File: config.mk
export PLATFORM = sky130hd
export DESIGN_NAME = sgse_div
export DESIGN_NICKNAME = d
export VERILOG_FILES = /design/src/rtl/sgse_pkg.sv /design/src/rtl/sgse_div.sv
export SDC_FILE = /design/constraint.sdc
export NUM_CORES = 1
export LEC_CHECK = 0
export BUFFER_PORTS_ARGS = -buffer_cell sky130_fd_sc_hd__buf_2
export CAP_MARGIN = 10
export CORE_ASPECT_RATIO = 1.1
export CORE_UTILIZATION = 45
export DETAILED_ROUTE_END_ITERATION = 16
export PLACE_DENSITY = 0.67
export RECOVER_POWER = 50
export SLEW_MARGIN = 20
export SYNTH_ARGS = -nofsm -noshare
export SYNTH_HDL_FRONTEND = slang
export SYNTH_SLANG_ARGS = --single-unit
export TNS_END_PERCENT = 1
File: constraint.sdc
create_clock -name clk_i -period 2.76 [get_ports clk_i]
set_input_delay 0.276 -clock clk_i [delete_from_list [all_inputs] [get_ports clk_i]]
set_output_delay 0.276 -clock clk_i [all_outputs]
set_load 0.01 [all_outputs]
File: src/rtl/sgse_pkg.sv
`timescale 1ns / 1ps
// ----------------------------------------------------------------------------
// sgse_pkg
// Types and constants shared by the segment grid sweep blocks.
// ----------------------------------------------------------------------------
package sgse_pkg;

  // stream payload widths
  localparam int unsigned IN_TDATA_W  = 112;
  localparam int unsigned IN_TUSER_W  = 1;
  localparam int unsigned OUT_TDATA_W = 32;
  localparam int unsigned OUT_TUSER_W = 3;

  // configuration port
  localparam int unsigned CFG_IDX_W  = 3;
  localparam int unsigned CFG_DATA_W = 23;

  localparam logic [CFG_IDX_W-1:0] CFG_SAMPLE_COUNT  = 3'd0;
  localparam logic [CFG_IDX_W-1:0] CFG_HALF_LANE     = 3'd1;
  localparam logic [CFG_IDX_W-1:0] CFG_OTHER_WEIGHT  = 3'd2;
  localparam logic [CFG_IDX_W-1:0] CFG_PAD_WEIGHT    = 3'd3;
  localparam logic [CFG_IDX_W-1:0] CFG_PAD_OFFSET    = 3'd4;

  // item kinds and cell kinds
  localparam logic OP_WRITE = 1'b0;
  localparam logic OP_CHECK = 1'b1;

  localparam logic [1:0] KIND_BLOCKED = 2'd0;
  localparam logic [1:0] KIND_PADDING = 2'd2;

  // result classes
  localparam logic [1:0] CLS_PLAIN   = 2'd0;
  localparam logic [1:0] CLS_OTHER   = 2'd1;
  localparam logic [1:0] CLS_PADDING = 2'd2;
  localparam logic [1:0] CLS_BLOCKED = 2'd3;

  // arithmetic widths
  localparam int unsigned CRD_W  = 14;  // signed cell coordinate / quotient
  localparam int unsigned DIVD_W = 16;  // magnitude of a coordinate delta
  localparam int unsigned MAG_W  = 25;  // |err| + offset
  localparam int unsigned WGT_W  = 16;
  localparam int unsigned PROD_W = MAG_W + WGT_W;

  typedef enum logic [2:0] {
    ST_IDLE,
    ST_DIV_X,
    ST_DIV_Y,
    ST_SWEEP,
    ST_DRAIN,
    ST_MUL,
    ST_OUT
  } state_e;

endpackage

File: src/rtl/sgse_div.sv
`timescale 1ns / 1ps
// ----------------------------------------------------------------------------
// sgse_div
// Radix-2 restoring divider, one quotient bit per cycle, unsigned operands.
// ----------------------------------------------------------------------------
module sgse_div
  import sgse_pkg::*;
#(
  parameter int unsigned DW = 10
) (
  input  logic              clk_i,
  input  logic              rst_ni,
  input  logic              start_i,
  input  logic [DIVD_W-1:0] dividend_i,
  input  logic [DW-1:0]     divisor_i,
  output logic              done_o,
  output logic [DIVD_W-1:0] quot_o,
  output logic [DW-1:0]     rem_o
);

  localparam int unsigned CNT_W = $clog2(DIVD_W);

  logic              busy_q, busy_d;
  logic              done_q, done_d;
  logic [CNT_W-1:0]  cnt_q, cnt_d;
  logic [DIVD_W-1:0] quot_q, quot_d;
  logic [DW-1:0]     rem_q, rem_d;
  logic [DW-1:0]     div_q, div_d;
  logic [DW:0]       shifted;
  logic              fits;

  always_comb begin
    shifted = {rem_q, quot_q[DIVD_W-1]};
    fits    = shifted >= {1'b0, div_q};
    busy_d  = busy_q;
    done_d  = 1'b0;
    cnt_d   = cnt_q;
    quot_d  = quot_q;
    rem_d   = rem_q;
    div_d   = div_q;
    if (start_i) begin
      busy_d = 1'b1;
      cnt_d  = '0;
      quot_d = dividend_i;
      rem_d  = '0;
      div_d  = divisor_i;
    end else if (busy_q) begin
      rem_d  = fits ? DW'(shifted - {1'b0, div_q}) : DW'(shifted);
      quot_d = {quot_q[DIVD_W-2:0], fits};
      cnt_d  = cnt_q + 1'b1;
      if (cnt_q == CNT_W'(DIVD_W - 1)) begin
        busy_d = 1'b0;
        done_d = 1'b1;
      end
    end
  end

  always_ff @(posedge clk_i or negedge rst_ni) begin
    if (!rst_ni) begin
      busy_q <= 1'b0;
      done_q <= 1'b0;
      cnt_q  <= '0;
    end else begin
      busy_q <= busy_d;
      done_q <= done_d;
      cnt_q  <= cnt_d;
    end
  end

  always_ff @(posedge clk_i) begin
    quot_q <= quot_d;
    rem_q  <= rem_d;
    div_q  <= div_d;
  end

  assign done_o = done_q;
  assign quot_o = quot_q;
  assign rem_o  = rem_q;

endmodule

==> run_results.csv, run 1 <==
group,metric,value,unit
status,status,"finished clean",
layout,final_cell_mix,"buf_2 (32), nor2_1 (29), edfxtp_1 (26)",
sta,max_freq,0.4445,GHz
synth,synth-edff-count,26,
clock_network,cts-resized-gates,0,
global_route,grt_max_degree,41,
clock_network,numCtsBuffers,5,
synth,yosys-mux-area-fraction,0.08435,
hold_path,worst_hold_path_type,"primary input to register",
sta,final-max-slew-violation-count,0,
sta,period_needed,2250,ps
route,drc_errors,0,
clock_network,cts.clk_slew.worst_paths,80,ps
floorplanning,dieArea,5298,sq um
worst_setup_path,path_delay_family,"compound AO/OA/AOI/OAI gates",
synth,ys.warnings.count,0,
placement,place_hpwl,3509,um
sta,setup-violations-final,0,
synth,ys_seq_area_frac,0.5017,
synth,netlist-cell-type-count,49,
global_route,grt_pass1_vias,1665,
layout,n_fill_cell,426,
route,num_vias,1709,
clock_network,htreeDepth,2,
worst_setup_path,path_max_fanout,8,
floorplanning,row_count,26,
power,ir_drop,0.0003562,V
synth,synth_top_family_by_area,"compound AO/OA/AOI/OAI gates",
worst_setup_path,critPathKind,"register to register",
worst_setup_path,crit_slowest_cell,"ha_1",
floorplanning,coreArea,4717,sq um
sta,worst_slack,510.4,ps
synth,ys_seq_elements,42,
power,p_per_area,856.3,nW/um^2
sta,rsz0062_at_grt,"no",
clock_network,cts_buffer_depth,2,
worst_setup_path,path_buf_inv,0,
layout,finish.utilization,0.5613,
synth,synth_compound_area_frac,0.1620,
layout,drive_gt1_frac,0.2617,
layout,final_common_cell,"buf_2",
route,drt-initial-drc-count,117,
run,drv_cap,0,
sta,slew_headroom,0.5748,
route,vias_per_cell,5.478,
placement,gp_congestion,0.8724,
worst_setup_path,cp-start-kind,"register",
synth,synth_flop_cell,"edfxtp_1",
clock_network,cts_root_buffer,"clkbuf_8",
worst_setup_path,critPathArrivalTime,2310,ps
layout,final_nets,296,
sta,period_share,0.8151,
worst_setup_path,critPathRequiredTime,2820,ps
clock_network,cts_tree,"yes",
sta,timing.final.hold_violations,0,
synth,avgSynthCellArea,11.50,sq um
global_route,grt_use_total,0.1952,
layout,diodes,0,
floorplanning,fp.dieW,69.49,um
synth,synth_nets,237,
synth,synth_area,2255,sq um
global_route,antenna_found_initial,0,
synth,async_reset_ff_frac,0.1429,
clock_network,postCtsSetupBuffers,0,
route,ant_nets,0,
route,drt-total-wl,4890,um
synth,yosys.area_share.adder,0.06992,
sta,tns,0,ps
worst_setup_path,slowest_delay,380,ps
placement,io_buffers,55,
clock_network,clkLatencyLatePin,300,ps
layout,syn2layout_area_growth,17.43,%
power,p_leak,1.142,nW
clock_network,clkSinkCount,42,
floorplanning,die_h,76.24,um
synth,synthXorXnorAreaFrac,0.03108,
placement,pre_cts_slack,509.6,ps
clock_network,cts-hold-fix-buffers,1,
worst_setup_path,endpoint_kind,"register",
worst_setup_path,path_cells,"ha_1 > a21o_1 > a211oi_1 > o41ai_1 > or2_1 > mux2_2",
floorplanning,start_util,0.4780,
synth,syn_inst,196,
route,dr.pass1.iters,4,
global_route,grt_pass1_wl,8176,um
floorplanning,io-pin-count,56,
sta,clock_skew,14.18,ps
route,post_drt_wl_per_cell,15.67,um
synth,yosys.area_share.simple,0.1071,
sta,worst_pin_slew,637.0,ps
global_route,overflow,0,
## registers in the layout, indices dropped and copies added (netlist names)
name / count
done_o: 1
div_q: 10
quot_o: 16
cnt_q: 4
busy_q: 1
rem_o: 10
## report_power, final
group	total, mW	switching (mW)	internal [mW]	leakage [nW]
logic	0.997	0.562	0.435	0.670
clock network	0.379	0.204	0.175	0.0450
registers	0.891	0.102	0.789	0.427
## cell usage after synthesis (2+ instances only)
master / count / area [sq um]
xnor2_1: 3 / 26.28
a221oi_1: 2 / 17.52
o21a_1: 2 / 15.01
o311a_1: 3 / 30.03
nor2_1: 29 / 108.9
mux2_2: 16 / 180.2
o31ai_1: 2 / 15.01
a21o_1: 3 / 22.52
a21oi_1: 4 / 20.02
dfxtp_1: 10 / 200.2
o21ai_0: 3 / 15.01
ha_1: 11 / 137.6
a211oi_1: 2 / 15.01
edfxtp_1: 26 / 780.8
nand2b_1: 3 / 18.77
o21bai_1: 2 / 15.01
nor3_1: 3 / 15.01
inv_1: 13 / 48.80
clkbuf_1: 4 / 15.01
nand2_1: 7 / 26.28
o21ai_1: 2 / 10.01
dfrtp_1: 6 / 150.1
buf_6: 2 / 22.52
nand3_1: 2 / 10.01
xor2_1: 5 / 43.79
o41ai_1: 4 / 35.03
nand4_1: 2 / 12.51
or2_1: 2 / 12.51
o221ai_1: 3 / 26.28
## worst register-to-register path, stage by stage, from the launching register on
cell and delay, ps:
dfxtp_1 350, ha_1 380, a21o_1 220, a211oi_1 250, o41ai_1 140, or2_1 380
mux2_2 310
## final cells by class
class / count / area, sq um / area share
Multi-Input combinational cell: 132 / 1025 / 0.3870
Timing Repair Buffer: 60 / 286.5 / 0.1082
Clock inverter: 2 / 10.01 / 0.003781
Inverter: 14 / 52.55 / 0.01985
Clock buffer: 6 / 72.57 / 0.02741
Sequential cell: 42 / 1131 / 0.4272
Tap cell: 56 / 70.07 / 0.02647
## kinds of logic (layout without fill, tap and decap cells)
family / after synthesis / in the layout
and+or+nand+nor: 53 / 53
AOI/OAI and AO/OA: 42 / 42
DFF: 42 / 42
buffers and inverters: 22 / 82
muxes: 17 / 17
adders and majority gates: 12 / 12
xor gates and xnor gates: 8 / 8
## metrics by stage
step	std cells	hold slack, ps	total power [mW]	area [sq um]
3_3_place_gp	303	103.8	1.894	2584
6_report	312	154.3	2.267	2648
4_1_cts	312	146.7	2.298	2676
3_5_place_dp	303	109.4	1.906	2584
5_1_grt	312	139.3	2.411	2648
2_1_floorplan	196	-19.59	1.639	2255
## metal layers
layer | global-route usage | vias up | share of wire
met5 | 0 | - | 0
met4 | 0.07551 | 0 | 0.017
met3 | 0.03968 | 8 | 0.044
met2 | 0.3126 | 51 | 0.49
met1 | 0.2592 | 815 | 0.45
li1 | - | 835 | -
## worst paths after layout
path	startpoint	endpoint	slack (ps)	cells after the start
max	rem_o[7]	quot_o[0]	510	6
min	divisor_i[6]	div_q[6]	150	1
max reg2reg	rem_o[7]	quot_o[0]	510	6
min reg2reg	cnt_q[3]	cnt_q[3]	550	2
max in group asynchronous	rst_ni	done_o	2130	2
min in group asynchronous	rst_ni	cnt_q[0]	390	2
(Power assumes the default switching activity.)
==> inputs of run 2 (changes only) <==
ABC_AREA = 1   (was default)
clock period = 2.08 ns   (was 2.76 ns; I/O delays follow)
==> run_results.csv, run 2 <==
group,metric,value,unit
layout,diodes,0,
floorplanning,io-pin-count,56,
sta,period_needed,1908,ps
synth,ys.warnings.count,0,
power,ir_drop,0.0004569,V
synth,async_reset_ff_frac,0.1429,
power,intPower,2.005,mW
synth,ys_seq_elements,42,
placement,gp_congestion,0.8864,
sta,slew_headroom,0.3144,
floorplanning,fp.dieW,71.10,um
global_route,grt_max_degree,21,
sta,clock_skew,6.817,ps
synth,synth_flop_cell,"edfxtp_1",
floorplanning,row_count,27,
power,swShare,0.3959,
sta,tns,0,ps
synth,synth.most_common_cell,"nand2_1",
synth,synth_nets,330,
worst_setup_path,reg2reg_slack,170,ps
floorplanning,coreArea,5034,sq um
sta,worst_pin_slew,1028,ps
route,num_vias,1979,
placement,io_buffers,55,
floorplanning,start_util,0.4696,
worst_setup_path,cp-start-kind,"register",
sta,timing.final.hold_violations,0,
status,status,"finished with violations",
route,ant_nets,0,
power,p_leak,1.431,nW
layout,largest_reg_flops,16,
sta,whs,84.13,ps
clock_network,cts_root_buffer,"clkbuf_8",
clock_network,clkSinkCount,42,
synth,yosys-top-cells-area,"edfxtp_1 (33%), nand2_1 (18%), dfxtp_1 (8.5%), inv_1 (6.7%), dfrtp_1 (6.4%)",
placement,place_hpwl,3793,um
synth,yosys.area.top_type,"edfxtp_1",
status,violations,"design-rule violations",
global_route,grt_pass1_vias,1883,
synth,synth-edff-count,26,
route,drt-initial-drc-count,97,
worst_setup_path,critPathKind,"register to register",
synth,yosysTopAreaCellShare,0.3303,
synth,syn_inst,289,
clock_network,cts_buffer_depth,2,
clock_network,cts.clk_slew.worst_paths,80,ps
layout,drive_gt1_frac,0.1718,
route,drt-total-wl,4950,um
run,drv_cap,0,
sta,setup-violations-final,0,
layout,final_nets,395,
global_route,overflow,0,
worst_setup_path,critPathArrivalTime,2100,ps
power,seqPwrFrac,0.350,
route,post_drt_wl_per_cell,11.99,um
synth,netlist-cell-type-count,31,
layout,final_common_cell,"nand2_1",
layout,finish.utilization,0.5578,
clock_network,cts_tree,"yes",
sta,rsz0062_at_grt,"no",
global_route,grt_pass1_wl,8369,um
worst_setup_path,critPathRequiredTime,2270,ps
global_route,antenna_found_initial,0,
clock_network,numCtsBuffers,5,
clock_network,htreeDepth,2,
synth,synth_commonest_cells,"nand2_1 (112), inv_1 (42), edfxtp_1 (26)",
sta,final-max-slew-violation-count,0,
synth,synth_area,2364,sq um
power,clkPwrFrac,0.194,
global_route,grt_use_total,0.1946,
power,combinationalPowerShare,0.456,
floorplanning,die_h,78.01,um
route,vias_per_cell,4.792,
worst_setup_path,endpoint_kind,"register",
power,p_per_area,1182,nW/um^2
synth,avgSynthCellArea,8.178,sq um
placement,dp_cells,404,
layout,syn2layout_area_growth,18.79,%
route,dr.pass1.iters,11,
power,p_switching,1.314,mW
layout,final_cell_mix,"nand2_1 (112), inv_1 (41), buf_2 (31)",
route,drc_errors,4,
hold_path,worst_hold_path_type,"primary input to register",
sta,max_freq,0.5240,GHz
power,power.total,3.320,mW
worst_setup_path,path_max_fanout,4,
floorplanning,dieArea,5547,sq um
layout,stdcell_count,413,
clock_network,clkLatencyLatePin,290,ps
synth,ys_seq_area_frac,0.4786,
sta,period_share,0.9174,
run 2: cell count changes in the layout (fill, tap and decap cells not counted), sizes merged, moves of 4 or more:
cell	delta
xor2	-4
nand3	+19
o41ai	-4
mux2	-16
nand3b	+6
inv	+28
nor2	-16
nand2	+110
run 2: what timing repair did:
item                                   4_1_cts  5_1_grt
hold buffers                                 1        0
endpoints found under the hold margin        6        0
setup endpoints to repair                    0        1
setup buffers                                0        0
gates resized for setup                      0        1
run 2: through the flow:
stage	instance area (sq um)	setup slack (ps)
2_1_floorplan	2364	332.9
3_3_place_gp	2725	181.1
3_5_place_dp	2725	147.0
4_1_cts	2841	140.8
5_1_grt	2808	24.63
6_report	2808	171.7
run 2: cell type report:
| cell class | instances | area (sq um) |
|---|---|---|
| fillers | 491 | 2226 |
| well taps | 58 | 72.57 |
| flip-flops and latches | 42 | 1131 |
| multi-input cells | 198 | 1025 |
| clock inverters | 1 | 30.03 |
| clock buffers | 7 | 76.32 |
| repair buffers | 64 | 311.5 |
| inverters | 43 | 161.4 |
run 2: worst paths after layout:
kind                               from        to  cells after the start
setup / recovery             quot_o[15]  rem_o[6]                     12
hold / removal             divisor_i[6]  div_q[6]                      1
setup reg to reg             quot_o[15]  rem_o[6]                     12
hold reg to reg                rem_o[1]  rem_o[1]                      2
max in group asynchronous        rst_ni    busy_q                      2
min in group asynchronous        rst_ni  cnt_q[0]                      2
run 2: kinds of logic after synthesis:
family,synth area share
buffers and inverters,0.08787
adder cells (fa/ha/maj),0.06670
AND/OR/NAND/NOR,0.3197
XOR/XNOR,0.01112
flip-flops,0.4786
AO/OA/AOI/OAI,0.03600
run 2: critical path, stage by stage, from the launching register on:
cell and delay, ps:
edfxtp_1 410, inv_2 90, ha_1 140, inv_1 80, fa_1 410, nand3_1 110, nand2_1 120, nand2_1 100
nand3b_1 70, nand2_1 80, nand2_1 50, nand3_1 70, nand2_1 60
run 2: routing by layer:
layer / track usage / vias to the layer above / share of wire
li1: - / 1046 / -
met1: 0.2375 / 869 / 0.45
met2: 0.3298 / 56 / 0.48
met3: 0.05520 / 8 / 0.055
met4: 0.06600 / 0 / 0.015
met5: 0 / - / 0
run 2: power by group through the flow:
stage	clock network, mW	registers, mW	logic [mW]
after floorplan	0	1.22	1.10
after global placement	0	1.18	1.53
after detailed placement	0	1.18	1.54
after CTS	0.661	1.16	1.55
after global routing	0.685	1.19	1.72
final	0.643	1.16	1.51
==> inputs of run 3 (changes only) <==
--- a/config.mk
+++ b/config.mk
@@ -10,6 +10,8 @@
 export CAP_MARGIN = 10
+export CELL_PAD_IN_SITES_DETAIL_PLACEMENT = 0
+export CELL_PAD_IN_SITES_GLOBAL_PLACEMENT = 1
 export CORE_ASPECT_RATIO = 1.1
-export CORE_UTILIZATION = 45
+export CORE_UTILIZATION = 39
 export DETAILED_ROUTE_END_ITERATION = 16
-export PLACE_DENSITY = 0.67
+export PLACE_DENSITY = 0.77
 export RECOVER_POWER = 50
--- a/constraint.sdc
+++ b/constraint.sdc
@@ -3,2 +3,2 @@
 set_output_delay 0.208 -clock clk_i [all_outputs]
-set_load 0.01 [all_outputs]
+set_load 0.005 [all_outputs]
==> run_results.csv, run 3 (same netlist as run 2, synthesis figures left out) <==
group,metric,value,unit
status,status,"finished clean",
placement,postPlaceCellArea,2734,sq um
placement,gp_congestion,0.8226,
sta,tns,0,ps
route,num_vias,1988,
worst_setup_path,critPathArrivalTime,2110,ps
worst_setup_path,critPathRequiredTime,2280,ps
worst_setup_path,slowest_delay,430,ps
hold_path,min_path_cells,1,
floorplanning,fp.dieW,76.23,um
clock_network,cts_buffer_depth,2,
layout,drive_gt1_frac,0.2068,
run,drv_cap,0,
clock_network,numCtsBuffers,5,
sta,final-max-slew-violation-count,0,
route,drt-total-wl,5164,um
floorplanning,start_util,0.4071,
sta,worst_pin_slew,809.4,ps
layout,syn2layout_area_growth,19.00,%
power,p_leak,1.460,nW
worst_setup_path,reg2reg_slack,170,ps
sta,slew_headroom,0.4604,
layout,final_nets,393,
worst_setup_path,reg2reg_to,"rem_o[8]",
global_route,overflow,0,
power,power.total,3.178,mW
hold_path,min_from,"divisor_i[8]",
floorplanning,die_h,83.65,um
layout,largest_reg_flops,16,
worst_setup_path,cp-start-kind,"register",
global_route,grt_max_degree,22,
sta,max_freq,0.5243,GHz
placement,io_buffers,55,
global_route,grt_pass1_wl,8638,um
hold_path,min_to,"div_q[8]",
worst_setup_path,path_max_fanout,4,
floorplanning,io-pin-count,56,
layout,diodes,0,
clock_network,postCtsSetupBuffers,0,
sta,worst_slack,172.6,ps
layout,final_cell_mix,"nand2_1 (112), buf_2 (46), inv_1 (42)",
layout,final_common_cell,"nand2_1",
sta,setup-violations-final,0,
clock_network,clkLatencyLatePin,300,ps
worst_setup_path,path_cells,"inv_1 > ha_1 > inv_1 > fa_1 > nand3_1 > nand2_1 > nand2_1 > nand3b_1 > nand2_1 > nand2_1 > nand3_1 > nand2_1",
route,vias_per_cell,4.623,
layout,fin_area,2813,sq um
clock_network,cts_tree,"yes",
power,p_per_area,1130,nW/um^2
sta,period_needed,1907,ps
floorplanning,row_count,29,
hold_path,worst_hold_path_type,"primary input to register",
route,drt-initial-drc-count,75,
route,drc_errors,0,
power,ir_drop,0.0004098,V
route,dr.pass1.iters,4,
worst_setup_path,crit_slowest_cell,"fa_1",
sta,period_share,0.9170,
floorplanning,coreArea,5806,sq um
placement,pre_cts_slack,176.7,ps
clock_network,clkSinkCount,42,
worst_setup_path,r2r-start,"quot_o[15]",
clock_network,cts.clk_slew.worst_paths,80,ps
global_route,grt_pass1_vias,1919,
route,post_drt_wl_per_cell,12.01,um
worst_setup_path,endpoint_kind,"register",
placement,place_hpwl,3771,um
clock_network,htreeDepth,2,
sta,whs,83.73,ps
sta,timing.final.hold_violations,0,
floorplanning,dieArea,6376,sq um
worst_setup_path,rr_worst_depth,12,
global_route,grt_use_total,0.1721,
global_route,antenna_found_initial,0,
clock_network,cts_root_buffer,"clkbuf_8",
sta,rsz0062_at_grt,"no",
worst_setup_path,critPathKind,"register to register",
sta,clock_skew,9.804,ps
worst_setup_path,cp_common_cell,"nand2_1",
route,ant_nets,0,
==> run 3: power breakdown <==
part / leakage, nW / internal (mW) / switching (mW) / total [mW]
Clock: 0.0385 / 0.238 / 0.280 / 0.518
Combinational: 0.989 / 0.621 / 0.876 / 1.50
Sequential: 0.432 / 1.04 / 0.121 / 1.16
Total: 1.46 / 1.90 / 1.28 / 3.18
==> run 3: repair_timing <==
item / 4_1_cts / 5_1_grt
gates resized for setup: 0 / 0
endpoints found under the hold margin: 6 / 0
hold buffers: 1 / 0
==> run 3: worst max-delay path by stage <==
stage	start	end	cells after the start
after CTS	quot_o[15]	rem_o[8]	12
after floorplan	quot_o[15]	rem_o[8]	12
after global routing	quot_o[15]	rem_o[8]	12
after global placement	quot_o[15]	rem_o[6]	12
final	quot_o[15]	rem_o[8]	12
after detailed placement	quot_o[15]	rem_o[6]	12
==> run 3: stage by stage <==
| step | util | instances |
|---|---|---|
| final | 0.4845 | 430 |
| after global routing | 0.4845 | 430 |
| after CTS | 0.4871 | 430 |
| after detailed placement | 0.4709 | 421 |
| after floorplan | - | 289 |
| after global placement | 0.4709 | 421 |
==> run 3: critical path, delay by kind of cell (launching register included) <==
kind / cells / cell delay, ps
flops: 1 / 390
buf+inv: 2 / 180
fa+ha+maj: 2 / 570
simple gates: 8 / 670
==> run 3: layer usage <==
layer | part of all wire | track usage | wire length (um)
met5 | 0 | 0 | 0
met2 | 0.49 | 0.3055 | 2519
met4 | 0.013 | 0.05769 | 68
met3 | 0.042 | 0.03716 | 216
met1 | 0.46 | 0.2048 | 2360
==> run 3: area by class of cell <==
type                       count  area [sq um]
inverter                      43         161.4
multi-input combinational    198          1025
fill                         618          2993
tap                           77         96.34
sequential                    42          1131
clock inverter                 1         7.507
clock buffer                   7         76.32
timing repair buffer          62         315.3
